$ cat src/rtl/knnwr_pkg.sv
package knnwr_pkg;

  localparam int DIST_W    = 18;
  localparam int PROB_W    = 14;
  localparam int CFG_W     = 5;
  localparam int W_BITS    = 64;
  localparam int DCNT_W    = 7;
  localparam logic [CFG_W-1:0]  NBR_RESET = 5'd3;
  localparam logic [PROB_W-1:0] PROB_FULL = 14'd10000;

  typedef enum logic [3:0] {
    S_IDLE,
    S_START,
    S_SCAN_INIT,
    S_SCAN,
    S_PICK,
    S_CUBE,
    S_WDIV_INIT,
    S_WDIV,
    S_MUL_LO,
    S_MUL_HI,
    S_ACC_HI,
    S_NEXT,
    S_FDIV_INIT,
    S_FDIV,
    S_OUT
  } state_t;

  typedef enum logic [3:0] {
    CMD_NONE,
    CMD_START,
    CMD_SCAN_INIT,
    CMD_SCAN,
    CMD_PICK,
    CMD_CUBE,
    CMD_WDIV_INIT,
    CMD_DIV_STEP,
    CMD_MUL_LO,
    CMD_MUL_HI,
    CMD_ACC_HI,
    CMD_FDIV_INIT,
    CMD_OUT
  } cmd_t;

  typedef struct packed {
    logic scan_done;
    logic pick_zero;
    logic div_done;
    logic passes_done;
    logic out_free;
  } status_t;

endpackage

$ cat src/rtl/knnwr_ctrl.sv
module knnwr_ctrl
  import knnwr_pkg::*;
(
  input  logic    clk,
  input  logic    rst_n,
  input  logic    in_valid,
  input  logic    in_last,
  input  status_t status,
  output cmd_t    cmd,
  output logic    busy
);

  state_t state_r, state_nxt;

  always_ff @(posedge clk) begin
    if (!rst_n) begin
      state_r <= S_IDLE;
    end else begin
      state_r <= state_nxt;
    end
  end

  always_comb begin
    state_nxt = state_r;
    case (state_r)
      S_IDLE:      if (in_valid && in_last) state_nxt = S_START;
      S_START:     state_nxt = S_SCAN_INIT;
      S_SCAN_INIT: state_nxt = S_SCAN;
      S_SCAN:      if (status.scan_done) state_nxt = S_PICK;
      S_PICK:      state_nxt = status.pick_zero ? S_NEXT : S_CUBE;
      S_CUBE:      state_nxt = S_WDIV_INIT;
      S_WDIV_INIT: state_nxt = S_WDIV;
      S_WDIV:      if (status.div_done) state_nxt = S_MUL_LO;
      S_MUL_LO:    state_nxt = S_MUL_HI;
      S_MUL_HI:    state_nxt = S_ACC_HI;
      S_ACC_HI:    state_nxt = S_NEXT;
      S_NEXT:      state_nxt = status.passes_done ? S_FDIV_INIT : S_SCAN_INIT;
      S_FDIV_INIT: state_nxt = S_FDIV;
      S_FDIV:      if (status.div_done) state_nxt = S_OUT;
      S_OUT:       if (status.out_free) state_nxt = S_IDLE;
      default:     state_nxt = S_IDLE;
    endcase
  end

  always_comb begin
    cmd  = CMD_NONE;
    busy = (state_r != S_IDLE);
    case (state_r)
      S_START:     cmd = CMD_START;
      S_SCAN_INIT: cmd = CMD_SCAN_INIT;
      S_SCAN:      cmd = CMD_SCAN;
      S_PICK:      cmd = CMD_PICK;
      S_CUBE:      cmd = CMD_CUBE;
      S_WDIV_INIT: cmd = CMD_WDIV_INIT;
      S_WDIV:      cmd = CMD_DIV_STEP;
      S_MUL_LO:    cmd = CMD_MUL_LO;
      S_MUL_HI:    cmd = CMD_MUL_HI;
      S_ACC_HI:    cmd = CMD_ACC_HI;
      S_FDIV_INIT: cmd = CMD_FDIV_INIT;
      S_FDIV:      cmd = CMD_DIV_STEP;
      S_OUT:       cmd = status.out_free ? CMD_OUT : CMD_NONE;
      default:     cmd = CMD_NONE;
    endcase
  end

endmodule

$ cat config.mk
export PLATFORM = sky130hd
export DESIGN_NAME = knnwr_ctrl
export DESIGN_NICKNAME = d
export VERILOG_FILES = /design/src/rtl/knnwr_pkg.sv /design/src/rtl/knnwr_ctrl.sv
export SDC_FILE = /design/constraint.sdc
export NUM_CORES = 1
export LEC_CHECK = 0
export ABC_AREA = 1
export BUFFER_PORTS_ARGS = -buffer_cell sky130_fd_sc_hd__buf_2
export CAP_MARGIN = 25
export CORE_AREA = 2 2 39 41
export CTS_CLUSTER_SIZE = 20
export DETAILED_ROUTE_END_ITERATION = 10
export DIE_AREA = 0 0 41 43
export PLACE_DENSITY = 0.59
export REMOVE_ABC_BUFFERS = 1
export SLEW_MARGIN = 20
export SYNTH_ARGS = -nofsm -noshare
export SYNTH_HDL_FRONTEND = slang
export SYNTH_SLANG_ARGS = --single-unit
export TNS_END_PERCENT = 10
$ cat constraint.sdc
create_clock -name clk -period 1.4 [get_ports clk]
set_clock_uncertainty 0.2 [all_clocks]
set_input_delay 0 -clock clk [delete_from_list [all_inputs] [get_ports clk]]
set_output_delay 0 -clock clk [all_outputs]
set_load 0.1 [all_outputs]
Word-level counts from Yosys, hierarchy flattened
Index checks and enable logic that the tools add are counted.

Register bits: 4. Latch bits: 0. Memory bits (writable): 0. Bits in read-only memories: 0. Output and inout bits: 5. Memories: 0.

Add/sub/neg operators: 0. Multipliers: 0. Divide/modulo/power cells: 0. $lt $le $gt $ge: 0. Equal/unequal tests: 19. Shifts and indexed selects: 0. Multiplexer cells: 10. Bitwise operators: 0. Reductions and logical operators: 5.

Operator list (number): case mux 4 bit (15 select lines) (1); case mux 4 bit (12 select lines) (1); 2-to-1 mux 4 bit (8); == test 4 bit, second input constant (7); == test 4 x 3 -> 1 bit, second input constant (4); inequality test 2 bit, second input constant (5); == test 4 x 2 -> 1 bit, second input constant (2); AND reduction 5 bit (1); == test 4 x 1 -> 1 bit, second input constant (1); logical NOT 4 bit (1); nonzero test 4 bit (1); OR reduction 2 bit (1); logical AND 1 bit (1).

Longest topological paths before layout
Depth after elaboration: 3. Depth in mapped cells: 9. Depth with buffers taken out: 9.

Least setup slack after synthesis
OpenSTA, ideal clock, no wires.

Kind: reg-to-output. From: register state_r[3]. To: output port cmd[1]. Arrival time: 2066 ps. Required time: 1200 ps. Path slack: -866 ps. Stages on the path, launching flop included: 3. Path buffers: 0. Path through: dfxtp_1 nand2_2 a21oi_1.

Longest elaborated chain between the ends: 3. Elaborated cells on any way between the ends: 15. Classes of those cells: 13 x eq/ne; 1 x mux; 1 x reduce/logical.

RTL lines: start: declaration (line knnwr_ctrl.sv:13) `state_t state_r, state_nxt;`; start signal: assignment (line knnwr_ctrl.sv:19) `state_r <= state_nxt;`; == test 4 bit or == test 4 x 3 -> 1 bit (tied branches) (line knnwr_ctrl.sv:48) `case (state_r)`; OR reduction 2 bit (no source line); case mux 4 bit (12 select lines) (*) (line knnwr_ctrl.sv:48); end: declaration (line knnwr_ctrl.sv:9) `output cmd_t cmd,`.

Mark *: on every way between the ends. The rest lies on a longest branch, timed or not.

Final worst setup path
From: register state_r[1]. To: output port cmd[3].

Same word-level chain as after synthesis.

==> impl_metrics.tcl <==
set metrics [dict create \
    min_from "status[3]" \
    whs_ps 58.03 \
    ys_warn_count 0 \
    overflow 0 \
    report.final.hold_viol_count 0 \
    antenna_cells 0 \
    dr.pass1.iters 4 \
    status "complete, but fails checks" \
    p_sw_mw 0.8024 \
    fp-row-count 14 \
    max_stage_delay_ps 400 \
    slew_headroom_pct 87.39 \
    largest_reg_flops 4 \
    rsz0062_at_grt "yes" \
    clk_latency_ps 230 \
    grt_pass1_wl_um 2132 \
    core_area_um2 1384 \
    first_global_vias 557 \
    synth-seq-cells 4 \
    failed_checks "setup timing" \
    final_common_cell "nand2_1" \
    clock_path_buffers 2 \
    p_sw_share_pct 54.52 \
    ys_seq_area_share_pct 16.67 \
    dieArea_um2 1763 \
    vias 613 \
    worst_pin_slew_ps 188.9 \
    p_comb_share_pct 74.0 \
    slew_violations 0 \
    clock_sinks 4 \
    antenna_left 0 \
    grt_usage_pct 17.05 \
    setup_ws_ps -10.92 \
    largest_registers "state_r: 4 flops" \
    max-vdd-ir-drop_uv 1109 \
    cts_buffers 3 \
    crit_chain "inv_6, nor2_4, nand3_4, nand3_2, buf_12" \
    intPower_mw 0.6692 \
    syn_avg_cell_area_um2 5.587 \
    p_leak_nw 0.4209 \
    clock_power_share_pct 9.5 \
    synth_area_leaders "nand2_1 (20%), dfxtp_1 (17%), nor2_1 (7.8%)" \
    arrival_ps 1210 \
    finalSetupTns_ps -19.30 \
    drc 0 \
    syn_area_um2 480.5 \
    max-cap-violations 0 \
    cts_root_buf "clkbuf_4" \
    crit_start "state_r[1]$_SDFFE_PN0P_" \
    ioPinCount 14 \
    initial_core_util_pct 34.72 \
    clk_pin_slew_ps 40 \
    hold_class "input port to register" \
    p_seq_share_pct 16.5 \
    critPathMaxFanout 6 \
    die_x_um 41 \
    place_congestion 0.8486 \
    slowest_stage "dfxtp_4" \
    detail_route.vias_per_cell 4.865 \
    drive_gt1_share_pct 53.64 \
    wl_um 1342 \
    endpoint_kind "primary output" \
    synth_top_area_share_pct 20.31 \
    syn2layout_area_growth_pct 76.56 \
    nets 121 \
    clock.fmax_ghz 0.7088 \
    layout_common_cells "nand2_1 (22), nor2_1 (9), buf_2 (8), inv_1 (7)" \
    ys_types 16 \
    startpoint_type "register" \
    r2r_start "state_r[2]$_SDFFE_PN0P_" \
    dp_hpwl_um 997.1 \
    drt_iter0_drc 12 \
    min_period_ps 1411 \
    antenna_found_initial 0 \
    grt_max_degree 8 \
    regMostFlops "state_r" \
    powerDensity_nw_per_um2 1735 \
    period_share_pct 100.8 \
    yosys.area.top_type "nand2_1" \
    wire_per_inst_um 10.65 \
    fp.dieH_um 43 \
    fillCellCount 123 \
    cts_htree_levels 1 \
    setup-violations-final 3 \
    required_ps 1200 \
    tritoncts "built" \
    port_buffers 13 \
    synth_cells 86 \
    worstSetupPathType "register to primary output" \
]
-- cells by family after synthesis --
kind of cell / count (synthesis) / share of synthesized area [%]
simple gates: 57 / 60.68
buf+inv: 14 / 11.20
compound gates: 11 / 11.46
flops: 4 / 16.67
-- final timing paths --
path                                                 to  slack [ps]  cells after the start
worst min register to register  state_r[1]$_SDFFE_PN0P_         360                      2
worst max register to register  state_r[1]$_SDFFE_PN0P_         -10                      8
worst max-delay path                             cmd[3]         -10                      5
worst min-delay path            state_r[2]$_SDFFE_PN0P_          60                      6
-- synthesized netlist by cell type --
library cell	number
a21oi_1	6
buf_2	1
dfxtp_1	4
inv_1	8
inv_2	5
nand2_1	26
nand2_2	3
nand2_4	1
nand3_1	6
nand3_2	3
nand3_4	1
nor2_1	10
nor2_2	6
nor2_4	1
o21ai_0	2
o21ai_1	3
-- metrics by stage --
step	total power, mW	setup WS (ps)	util, %	instances	area (um^2)
2_1_floorplan	0.8231	-865.7	-	85	475.5
3_3_place_gp	1.163	-87.86	48.64	119	673.1
3_5_place_dp	1.162	-82.96	48.64	119	673.1
4_1_cts	1.390	-23.30	56.33	124	779.5
5_1_grt	1.552	-99.74	61.30	126	848.3
6_report	1.472	-10.92	61.30	126	848.3
-- final cells by class --
| type | count | area, um^2 | area share, % |
|---|---|---|---|
| sequential | 4 | 95.09 | 11.21 |
| tap | 16 | 20.02 | 2.360 |
| timing repair buffer | 22 | 216.5 | 25.52 |
| multi-input combinational | 68 | 427.9 | 50.44 |
| clock buffer | 3 | 22.52 | 2.655 |
| inverter | 13 | 66.31 | 7.817 |
-- critical path: cells and delay by family, from the launching register on --
family                 cells  cell delay, ps
and+or+nand+nor            3             340
buffers and inverters      2             230
DFF                        1             400
-- power by group through the flow --
stage	logic (mW)	registers (mW)	clock network (mW)
floorplan	0.634	0.189	0
global route	1.15	0.246	0.158
CTS	1.01	0.228	0.150
global placement	0.968	0.195	0
finish	1.09	0.242	0.140
detailed placement	0.966	0.196	0
-- repair_timing --
item	in CTS	in global routing
resized for setup	21	16
hold endpoints to repair	4	0
buffers inserted	0	2
pin swaps	0	9
setup endpoints to repair	8	8
hold buffers	2	0
-- layer usage --
layer  wire (um)  global-route usage (%)
met3          30                   6.283
met2         698                   28.44
met5           0                       0
met4           0                       0
met1         613                   21.47
(Power assumes the default switching activity.)
